===== src/hw/rtl/sdp_pkg.sv =====
// Shared types and constants for the selector danger prescan unit.
`timescale 1ns / 1ps

package sdp_pkg;

	localparam int NUM_FLAGS = 9;

	localparam int FB_IMPORTANT = 0;
	localparam int FB_MARKUP    = 1;
	localparam int FB_AT        = 2;
	localparam int FB_EXPR      = 3;
	localparam int FB_URL       = 4;
	localparam int FB_ESCAPE    = 5;
	localparam int FB_COMMENT   = 6;
	localparam int FB_BANG      = 7;
	localparam int FB_COMMA     = 8;

	localparam logic [3:0] V_PASS      = 4'd0;
	localparam logic [3:0] V_EMPTY     = 4'd1;
	localparam logic [3:0] V_TOO_LONG  = 4'd2;
	localparam logic [3:0] V_IMPORTANT = 4'd3;
	localparam logic [3:0] V_MARKUP    = 4'd4;
	localparam logic [3:0] V_AT_RULE   = 4'd5;
	localparam logic [3:0] V_EXPR      = 4'd6;
	localparam logic [3:0] V_URL       = 4'd7;
	localparam logic [3:0] V_ESCAPE    = 4'd8;
	localparam logic [3:0] V_COMMENT   = 4'd9;
	localparam logic [3:0] V_BANG      = 4'd10;
	localparam logic [3:0] V_LIST      = 4'd11;

	localparam logic [79:0] PAT_IMPORTANT = "!important";
	localparam logic [87:0] PAT_EXPR      = "expression(";
	localparam logic [31:0] PAT_URL       = "url(";
	localparam logic [79:0] PAT_IMAGE_SET = "image-set(";
	localparam logic [87:0] PAT_JS        = "javascript:";

	localparam logic [7:0] CH_SPACE = 8'h20;
	localparam logic [7:0] CH_TAB   = 8'h09;
	localparam logic [7:0] CH_LF    = 8'h0a;
	localparam logic [7:0] CH_FF    = 8'h0c;
	localparam logic [7:0] CH_CR    = 8'h0d;
	localparam logic [7:0] CH_BANG  = "!";
	localparam logic [7:0] CH_SLASH = "/";
	localparam logic [7:0] CH_STAR  = "*";
	localparam logic [7:0] CH_QUERY = "?";
	localparam logic [7:0] CH_LT    = "<";
	localparam logic [7:0] CH_AT    = "@";
	localparam logic [7:0] CH_BSL   = 8'h5c;
	localparam logic [7:0] CH_COMMA = ",";

	// per-string summary handed from scanner to verdict stage
	typedef struct packed {
		logic                 nonspace;
		logic                 too_long;
		logic [NUM_FLAGS-1:0] flags;
		logic [10:0]          count;
	} summary_t;

endpackage


===== src/hw/rtl/selector_danger_prescan_unit.sv =====
// Top level of the selector danger prescan unit.
//
//  channel  | beat taken when  | fields
//  ---------+------------------+---------------------------------
//  input    | push && !full    | has_byte, byte_value, last
//  result   | pop && !empty    | verdict, byte_count
//
// One input beat per cycle while full is low; the scanner has no internal stall.
// A verdict travels from its last beat through the summary queue
// and then the output register to the result ports.
// The four-entry summary queue absorbs result stalls; full rises only
// when it fills. Reset clears all string state and empties the queue.
`timescale 1ns / 1ps

module selector_danger_prescan_unit #(
	parameter int MAX_LEN = 1024
) (
	input  logic        clk,
	input  logic        arst_n,
	input  logic        push,
	output logic        full,
	input  logic        has_byte,
	input  logic [7:0]  byte_value,
	input  logic        last,
	output logic        empty,
	input  logic        pop,
	output logic [3:0]  verdict,
	output logic [10:0] byte_count
);

	logic              take;
	logic              sum_push;
	sdp_pkg::summary_t sum_data;
	logic              q_rd;
	logic              q_valid;
	sdp_pkg::summary_t q_data;

	assign take = push && !full;

	sdp_scan #(
		.MAX_LEN(MAX_LEN)
	) u_scan (
		.clk       (clk),
		.arst_n    (arst_n),
		.take      (take),
		.has_byte  (has_byte),
		.byte_value(byte_value),
		.last      (last),
		.sum_push  (sum_push),
		.sum_data  (sum_data)
	);

	sdp_queue u_queue (
		.clk     (clk),
		.arst_n  (arst_n),
		.wr      (sum_push),
		.wr_data (sum_data),
		.full    (full),
		.rd      (q_rd),
		.rd_valid(q_valid),
		.rd_data (q_data)
	);

	sdp_verdict u_verdict (
		.clk       (clk),
		.arst_n    (arst_n),
		.q_valid   (q_valid),
		.q_data    (q_data),
		.q_rd      (q_rd),
		.empty     (empty),
		.pop       (pop),
		.verdict   (verdict),
		.byte_count(byte_count)
	);

endmodule


===== src/hw/rtl/sdp_scan.sv =====
// Front end: byte history, pattern matching, length count and string summary.
`timescale 1ns / 1ps

module sdp_scan #(
	parameter int MAX_LEN = 1024
) (
	input  logic              clk,
	input  logic              arst_n,
	input  logic              take,
	input  logic              has_byte,
	input  logic [7:0]        byte_value,
	input  logic              last,
	output logic              sum_push,
	output sdp_pkg::summary_t sum_data
);

	localparam int CW = $clog2(MAX_LEN + 2);
	localparam logic [CW-1:0] CNT_SAT = CW'(MAX_LEN + 1);
	localparam logic [CW-1:0] CNT_MAX = CW'(MAX_LEN);

	logic [10:0][7:0]              hist_q;
	logic [10:0][7:0]              hist_n;
	logic [sdp_pkg::NUM_FLAGS-1:0] flags_q;
	logic [sdp_pkg::NUM_FLAGS-1:0] flags_n;
	logic [CW-1:0]                 cnt_q;
	logic [CW-1:0]                 cnt_n;
	logic                          ns_q;
	logic                          ns_n;
	logic [CW+10:0]                cnt_ext;
	logic [7:0]                    c;
	logic                          is_ws;
	logic                          is_letter;

	always_comb begin
		c = byte_value;
		if (byte_value >= "A" && byte_value <= "Z") begin
			c = byte_value + 8'd32;
		end
		is_ws = c == sdp_pkg::CH_SPACE || c == sdp_pkg::CH_TAB || c == sdp_pkg::CH_CR ||
			c == sdp_pkg::CH_LF || c == sdp_pkg::CH_FF;
		is_letter = c >= "a" && c <= "z";

		hist_n  = hist_q;
		flags_n = flags_q;
		cnt_n   = cnt_q;
		ns_n    = ns_q;
		if (has_byte) begin
			hist_n = {hist_q[9:0], c};
			if (cnt_q != CNT_SAT) begin
				cnt_n = cnt_q + 1'b1;
			end
			if (!is_ws) begin
				ns_n = 1'b1;
			end
			if (hist_n[9:0] == sdp_pkg::PAT_IMPORTANT) begin
				flags_n[sdp_pkg::FB_IMPORTANT] = 1'b1;
			end
			if (hist_q[0] == sdp_pkg::CH_LT && (c == sdp_pkg::CH_BANG ||
				c == sdp_pkg::CH_SLASH || c == sdp_pkg::CH_QUERY || is_letter)) begin
				flags_n[sdp_pkg::FB_MARKUP] = 1'b1;
			end
			if (c == sdp_pkg::CH_AT) begin
				flags_n[sdp_pkg::FB_AT] = 1'b1;
			end
			if (hist_n[10:0] == sdp_pkg::PAT_EXPR) begin
				flags_n[sdp_pkg::FB_EXPR] = 1'b1;
			end
			if (hist_n[3:0] == sdp_pkg::PAT_URL || hist_n[9:0] == sdp_pkg::PAT_IMAGE_SET ||
				hist_n[10:0] == sdp_pkg::PAT_JS) begin
				flags_n[sdp_pkg::FB_URL] = 1'b1;
			end
			if (c == sdp_pkg::CH_BSL) begin
				flags_n[sdp_pkg::FB_ESCAPE] = 1'b1;
			end
			if ((hist_q[0] == sdp_pkg::CH_SLASH && c == sdp_pkg::CH_STAR) ||
				(hist_q[0] == sdp_pkg::CH_STAR && c == sdp_pkg::CH_SLASH)) begin
				flags_n[sdp_pkg::FB_COMMENT] = 1'b1;
			end
			if (c == sdp_pkg::CH_BANG) begin
				flags_n[sdp_pkg::FB_BANG] = 1'b1;
			end
			if (c == sdp_pkg::CH_COMMA) begin
				flags_n[sdp_pkg::FB_COMMA] = 1'b1;
			end
		end
		cnt_ext           = (CW + 11)'(cnt_n);
		sum_push          = take && last;
		sum_data.nonspace = ns_n;
		sum_data.too_long = cnt_n > CNT_MAX;
		sum_data.flags    = flags_n;
		sum_data.count    = cnt_ext[10:0];
	end

	always_ff @(posedge clk or negedge arst_n) begin
		if (!arst_n) begin
			hist_q  <= '0;
			flags_q <= '0;
			cnt_q   <= '0;
			ns_q    <= 1'b0;
		end else if (take) begin
			if (last) begin
				hist_q  <= '0;
				flags_q <= '0;
				cnt_q   <= '0;
				ns_q    <= 1'b0;
			end else begin
				hist_q  <= hist_n;
				flags_q <= flags_n;
				cnt_q   <= cnt_n;
				ns_q    <= ns_n;
			end
		end
	end

endmodule


===== src/hw/rtl/sdp_queue.sv =====
// Short queue of string summaries between scanner and verdict stage.
`timescale 1ns / 1ps

module sdp_queue (
	input  logic              clk,
	input  logic              arst_n,
	input  logic              wr,
	input  sdp_pkg::summary_t wr_data,
	output logic              full,
	input  logic              rd,
	output logic              rd_valid,
	output sdp_pkg::summary_t rd_data
);

	localparam int DEPTH = 4;
	localparam int AW    = $clog2(DEPTH);

	sdp_pkg::summary_t mem [DEPTH];
	logic [AW-1:0]     wp_q;
	logic [AW-1:0]     rp_q;
	logic [AW:0]       cnt_q;
	logic              do_wr;
	logic              do_rd;

	assign full     = cnt_q == (AW + 1)'(DEPTH);
	assign rd_valid = cnt_q != '0;
	assign rd_data  = mem[rp_q];
	assign do_wr    = wr && !full;
	assign do_rd    = rd && rd_valid;

	always_ff @(posedge clk) begin
		if (do_wr) begin
			mem[wp_q] <= wr_data;
		end
	end

	always_ff @(posedge clk or negedge arst_n) begin
		if (!arst_n) begin
			wp_q  <= '0;
			rp_q  <= '0;
			cnt_q <= '0;
		end else begin
			if (do_wr) begin
				wp_q <= wp_q + 1'b1;
			end
			if (do_rd) begin
				rp_q <= rp_q + 1'b1;
			end
			cnt_q <= cnt_q + (AW + 1)'(do_wr) - (AW + 1)'(do_rd);
		end
	end

endmodule


===== src/hw/rtl/sdp_verdict.sv =====
// Back end: priority verdict and output register.
`timescale 1ns / 1ps

module sdp_verdict (
	input  logic              clk,
	input  logic              arst_n,
	input  logic              q_valid,
	input  sdp_pkg::summary_t q_data,
	output logic              q_rd,
	output logic              empty,
	input  logic              pop,
	output logic [3:0]        verdict,
	output logic [10:0]       byte_count
);

	logic       valid_q;
	logic [3:0] verdict_q;
	logic [10:0] count_q;
	logic [3:0] v;

	always_comb begin
		if (!q_data.nonspace) begin
			v = sdp_pkg::V_EMPTY;
		end else if (q_data.too_long) begin
			v = sdp_pkg::V_TOO_LONG;
		end else if (q_data.flags[sdp_pkg::FB_IMPORTANT]) begin
			v = sdp_pkg::V_IMPORTANT;
		end else if (q_data.flags[sdp_pkg::FB_MARKUP]) begin
			v = sdp_pkg::V_MARKUP;
		end else if (q_data.flags[sdp_pkg::FB_AT]) begin
			v = sdp_pkg::V_AT_RULE;
		end else if (q_data.flags[sdp_pkg::FB_EXPR]) begin
			v = sdp_pkg::V_EXPR;
		end else if (q_data.flags[sdp_pkg::FB_URL]) begin
			v = sdp_pkg::V_URL;
		end else if (q_data.flags[sdp_pkg::FB_ESCAPE]) begin
			v = sdp_pkg::V_ESCAPE;
		end else if (q_data.flags[sdp_pkg::FB_COMMENT]) begin
			v = sdp_pkg::V_COMMENT;
		end else if (q_data.flags[sdp_pkg::FB_BANG]) begin
			v = sdp_pkg::V_BANG;
		end else if (q_data.flags[sdp_pkg::FB_COMMA]) begin
			v = sdp_pkg::V_LIST;
		end else begin
			v = sdp_pkg::V_PASS;
		end
	end

	assign q_rd       = q_valid && (!valid_q || pop);
	assign empty      = !valid_q;
	assign verdict    = verdict_q;
	assign byte_count = count_q;

	always_ff @(posedge clk or negedge arst_n) begin
		if (!arst_n) begin
			valid_q <= 1'b0;
		end else if (q_rd) begin
			valid_q <= 1'b1;
		end else if (pop) begin
			valid_q <= 1'b0;
		end
	end

	always_ff @(posedge clk) begin
		if (q_rd) begin
			verdict_q <= v;
			count_q   <= q_data.count;
		end
	end

endmodule


===== config.mk =====
export PLATFORM = sky130hd
export DESIGN_NAME = selector_danger_prescan_unit
export DESIGN_NICKNAME = d
export VERILOG_FILES = /design/src/hw/rtl/sdp_pkg.sv /design/src/hw/rtl/selector_danger_prescan_unit.sv /design/src/hw/rtl/sdp_scan.sv /design/src/hw/rtl/sdp_queue.sv /design/src/hw/rtl/sdp_verdict.sv
export SDC_FILE = /design/constraint.sdc
export NUM_CORES = 1
export LEC_CHECK = 0
export BUFFER_PORTS_ARGS = -buffer_cell sky130_fd_sc_hd__buf_2
export CAP_MARGIN = 20
export CELL_PAD_IN_SITES_DETAIL_PLACEMENT = 0
export CELL_PAD_IN_SITES_GLOBAL_PLACEMENT = 1
export CORE_ASPECT_RATIO = 0.75
export CORE_MARGIN = 2
export CORE_UTILIZATION = 47
export DETAILED_ROUTE_END_ITERATION = 8
export PLACE_DENSITY_LB_ADDON = 0.1
export SKIP_LAST_GASP = 1
export SYNTH_ARGS = -nofsm -noshare
export SYNTH_HDL_FRONTEND = slang
export SYNTH_HIERARCHICAL = 1
export SYNTH_SLANG_ARGS = --single-unit

===== constraint.sdc =====
create_clock -name clk -period 2.6 [get_ports clk]
set_input_delay 0.13 -clock clk [delete_from_list [all_inputs] [get_ports clk]]
set_output_delay 0.13 -clock clk [all_outputs]
set_load 0.05 [all_outputs]

# Yosys cells after proc, flatten, opt, wreduce, memory -nomap -nowiden
# Memory sizes are Yosys's and may differ from the RTL's.
# Cells that the tools add are included.
# classes
muxes	34
bitwise	1
add_sub_neg	6
eq_ne	22
magnitude_cmp	5
n_reduce_logical	29
# ops
op	count
equality test 88 x 87 -> 1 bit, second input constant	2
two-way mux 80 bit	2
equality test 80 x 78 -> 1 bit, second input constant	1
equality test 80 x 79 -> 1 bit, second input constant	1
equality test 8 x 6 -> 1 bit, second input constant	9
two-way mux 11 bit	3
equality test 32 x 31 -> 1 bit, second input constant	1
equality test 8 x 4 -> 1 bit, second input constant	4
two-way mux 9 bit	2
equality test 8 x 7 -> 1 bit, second input constant	2
>= comparator 8 x 7 -> 1 bit, second input constant	2
<= comparator 8 x 7 -> 1 bit, second input constant	2
two-way mux 1 bit	16
two-way mux 4 bit	4
two-way mux 3 bit	4
adder 11 x 1 -> 11 bit, second input constant	1
> comparator 11 bit, second input constant	1
logical OR 1 bit	11
inequality test 11 bit, second input constant	1
logical AND 1 bit	10
adder 8 x 6 -> 8 bit, second input constant	1
two-way mux 8 bit	1
OR reduction 7 bit	1
adder 2 x 1 -> 2 bit, second input constant	2
other kinds (10)	13
# word_totals
wordCells	119
inputBits	14
mem_bits_rw	88
mem_count	1
register_bits	124
# memory_table
name	depth	width	rd	rd_ports_with_merged_regs	wr	line_no	source
u_queue.mem	4	22	1	0	1	sdp_queue.sv:18	sdp_pkg::summary_t mem [DEPTH];

# Depth between registers and ports, before layout
# depth
ltp_word	11
depth_mapped	13

# Cells and area by module
# The synthesis kept the hierarchy.
# by_module_without_submodules
module	area_per_inst_um2	seq_area_each_um2	n_inst	cells_each
sdp_scan	4953.5	2527.4	1	451
sdp_queue	3682.3	2817.7	1	155
sdp_verdict	611.8	475.5	1	43
selector_danger_prescan_unit	13.8	0.0	1	1

# Worst setup path after synthesis
# Ideal clock, no wire load.
# synth_timing
kind	reg2reg
from	register u_queue.cnt_q[1]
to	register u_queue.cnt_q[2]
stages_incl_launch_ff	14
required_ns	2.469
path_buffers	1
path_slack_ns	-0.439
arrival_ns	2.909
period_less_slack_ns	3.039
cell_sequence	dfrtp_1 > nor3b_4 > nor2b_4 > clkbuf_1 > nand2_1 > inv_1 > nand2b_1 > ha_1 > inv_1 > ha_1 > inv_1 > fa_1 > xnor2_1 > xnor2_1
# synth_between
elab_chain_cells	7
# synth_rtl
item	line_no	source
start: declaration	sdp_queue.sv:21	logic [AW:0] cnt_q;
start signal: assignment	sdp_queue.sv:49	cnt_q <= cnt_q + (AW + 1)'(do_wr) - (AW + 1)'(do_rd);
equality test 3 bit	sdp_queue.sv:25	assign full = cnt_q == (AW + 1)'(DEPTH);
via full	selector_danger_prescan_unit.sv:21	output logic full,
zero test 1 bit	selector_danger_prescan_unit.sv:38	assign take = push && !full;
logical AND 1 bit	selector_danger_prescan_unit.sv:38	
via take	selector_danger_prescan_unit.sv:31	logic take;
logical AND 1 bit	sdp_scan.sv:87	sum_push = take && last;
via sum_push	selector_danger_prescan_unit.sv:32	logic sum_push;
logical AND 1 bit	sdp_queue.sv:28	assign do_wr = wr && !full;
adder 3 x 1 -> 3 bit	sdp_queue.sv:49	
subtractor 3 x 1 -> 3 bit	sdp_queue.sv:49	
# The timed path passes the listed nets, and every way through them passes these cells.
# A chain may end at the register's enable or synchronous reset.

==> flow_metrics.env <==
export IMPL_outcome="completed"
export IMPL_setup_worst_path_class="in2reg"
export IMPL_detail_route_wl_per_cell_um=22.2
export IMPL_cp_arrival_ns=2.68
export IMPL_die_w_um=166
export IMPL_skew_ns=0.0129
export IMPL_numCtsBuffers=22
export IMPL_setup_viol=0
export IMPL_num_rows=44
export IMPL_synth_most_common_cell="dfrtp_1"
export IMPL_relSlewSlack_pct=28.6
export IMPL_use_met2_pct=26.8
export IMPL_dr_pass1_iters=5
export IMPL_drv_cap=0
export IMPL_cp_slowest_stage_delay_ns=0.53
export IMPL_vdd_ir_drop_worst_v=0.000607
export IMPL_ios=31
export IMPL_viasPerCell=6.11
export IMPL_power_density_nw_per_um2=934
export IMPL_ys_seq_area_share_pct=62.8
export IMPL_met1_usage_pct=37.3
export IMPL_drc=0
export IMPL_clk_latency_ns=0.50
export IMPL_grt_max_degree=75
export IMPL_syn_nets=674
export IMPL_power_total_w=0.00981
export IMPL_fp_dieH_um=126
export IMPL_synth_edff_count=103
export IMPL_fin_area_um2=10500
export IMPL_grt_overflow_total=0
export IMPL_end_kind="flip-flop"
export IMPL_grt_pass1_wl_mm=34.5
export IMPL_fin_util_pct=54.4
export IMPL_synth_flop_cell="dfrtp_1"
export IMPL_busiest_layer="met1"
export IMPL_synth_cell_types=70
export IMPL_cts_tree="done"
export IMPL_dr_first_iter_drc_count=734
export IMPL_met3_usage_pct=3.48
export IMPL_ys_ff_latch=212
export IMPL_clockRootBuffer="clkbuf_16"
export IMPL_nFillCells=1568
export IMPL_synth_top_area_share_pct=33.4
export IMPL_yosys_warnings=6
export IMPL_register_area_um2=5820
export IMPL_synthTopCellsByCount="dfrtp_1, edfxtp_1, a22o_1"
export IMPL_diodes=0
export IMPL_hold_violations=0
export IMPL_cp_max_fo=6
export IMPL_antenna_found_initial=0
export IMPL_avgSynthCellArea_um2=14.2
export IMPL_htreeDepth=1
export IMPL_drv_slew=0
export IMPL_async_reset_ff_share_pct=51.4
export IMPL_coreArea_um2=19300
export IMPL_fp_dieArea_um2=20900
export IMPL_whs_ns=0.0218
export IMPL_final_antenna_net_count=0
export IMPL_cts_sinks=212
export IMPL_synth_area_top_cells="edfxtp_1, dfrtp_1, a22o_1"
export IMPL_grt_pass1_vias=5791
export IMPL_fmax_mhz=411
export IMPL_hold_class="in2reg"
export IMPL_port_buffers=30
export IMPL_slowest_stage="dlygate4sd3_1"
export IMPL_synth_top_area_cell="edfxtp_1"
export IMPL_syn_area_um2=9260
export IMPL_final_net_count=718
export IMPL_post_dp_hpwl_mm=14.5
export IMPL_routed_wirelength_mm=21.4
export IMPL_syn_inst=650
export IMPL_syn2layout_area_growth_pct=13.4
export IMPL_gp_congestion=0.867
export IMPL_floorplan_initialDensity_pct=47.9
export IMPL_worstMarginPinSlew_ns=1.07
export IMPL_multi_input_area_um2=3220
export IMPL_clkTransAtPathRegs_ns=0.06
export IMPL_final_period_utilization_pct=93.5
export IMPL_grt_use_total_pct=21.1
export IMPL_cp_start_kind="input pin"
export IMPL_rsz0062_at_grt="false"
export IMPL_cp_cell_sequence="dlygate4sd3_1 > buf_2 > ha_1 > o31ai_1 > o21ai_0 > nor2b_1 > mux2i_1 > o221a_2 > nor2_1 > buf_4"
export IMPL_cts_max_path_buffers=3
export IMPL_power_leakage_nw=4.19
export IMPL_fin_setup_tns_ns=0
export IMPL_layout_drive_gt1_share_pct=17.3
export IMPL_vias=5887
export IMPL_crit_required_ns=2.85
export IMPL_dpl_cell_area_um2=9800
export IMPL_min_period_ns=2.43
## sequential cells by signal, indices dropped and copies added (netlist names)
register,count
u_queue/cnt_q,3
u_queue/mem,88
u_queue/rp_q,2
u_queue/wp_q,2
u_scan/cnt_q,11
u_scan/flags_q,9
u_scan/hist_q,80
u_scan/ns_q,1
u_verdict/byte_count,11
u_verdict/valid_q,1
u_verdict/verdict,4
## per-layer routing
metal  wire length [um]  share of wire, %  up-vias
met5                  0                 0        -
met4                310               1.5        0
met3               1420               6.6       28
met2               8370                39      215
met1              11300                53     2991
li1                   -                 -     2653
## per-stage QoR
step,setup slack (ns),std cells
after floorplan,-0.0996,650
after global placement,0.209,920
after detailed placement,0.170,920
after CTS,0.155,963
after global routing,0.000852,963
final,0.170,963
## what timing repair did
| item | 4_1_cts | 5_1_grt |
|---|---|---|
| gates resized for setup | 0 | 1 |
| hold endpoints to repair | 39 | 0 |
| buffers inserted | 0 | 0 |
| hold buffers | 3 | 0 |
| endpoints found under the setup margin | 0 | 4 |
## critical path: cells and delay by family
kind,cells,cell delay (ns)
simple gates,2,0.42
compound gates,3,0.76
buf+inv,3,0.84
mux,1,0.23
fa+ha+maj,1,0.29
## cell type report
class	instances	share of cell area [%]
clock inverter	11	0.715
tap	253	3.01
timing repair buffer	58	3.88
multi-input combinational	384	30.6
inverter	16	0.643
sequential	212	55.4
clock buffer	29	5.69
## where the power goes
group | switching [W] | internal [W] | total (W)
sequential | 0.000329 | 0.00405 | 0.00438
combinational | 0.00158 | 0.000929 | 0.00250
clock | 0.00121 | 0.00171 | 0.00292
## final timing paths
path | start | endpoint | slack (ns) | cells after the start
min in group asynchronous | arst_n | u_scan/hist_q[53] | 0.14 | 2
max in group asynchronous | arst_n | u_queue/cnt_q[1] | 1.68 | 3
min | byte_value[7] | u_scan/hist_q[7] | 0.02 | 3
max | byte_value[5] | u_queue/mem[1][12] | 0.17 | 10
max reg2reg | u_queue/cnt_q[1] | u_queue/cnt_q[2] | 0.19 | 10
min reg2reg | u_scan/flags_q[3] | u_scan/flags_q[3] | 0.50 | 1
## cells in the final DEF, fill, tap and decap left out, drive strengths merged, types with 10 or more instances in the layout
| master | n |
|---|---|
| a21oi | 10 |
| a22o | 81 |
| buf | 55 |
| clkbuf | 29 |
| dfrtp | 109 |
| edfxtp | 103 |
| inv | 16 |
| mux4 | 22 |
| nand2 | 25 |
| nand2b | 11 |
| nand4 | 14 |
| nand4b | 11 |
| nor2 | 38 |
| nor3 | 16 |
| o21ai | 10 |
| xnor2 | 10 |
## kinds of logic after synthesis
logic type	synth area share, %
DFF	62.8
AOI/OAI and AO/OA	13.0
buffers and inverters	2.84
muxes	5.74
xor gates and xnor gates	1.23
adders and majority gates	1.43
and+or+nand+nor	12.9
Note: power is estimated with default switching activity, not from simulation.
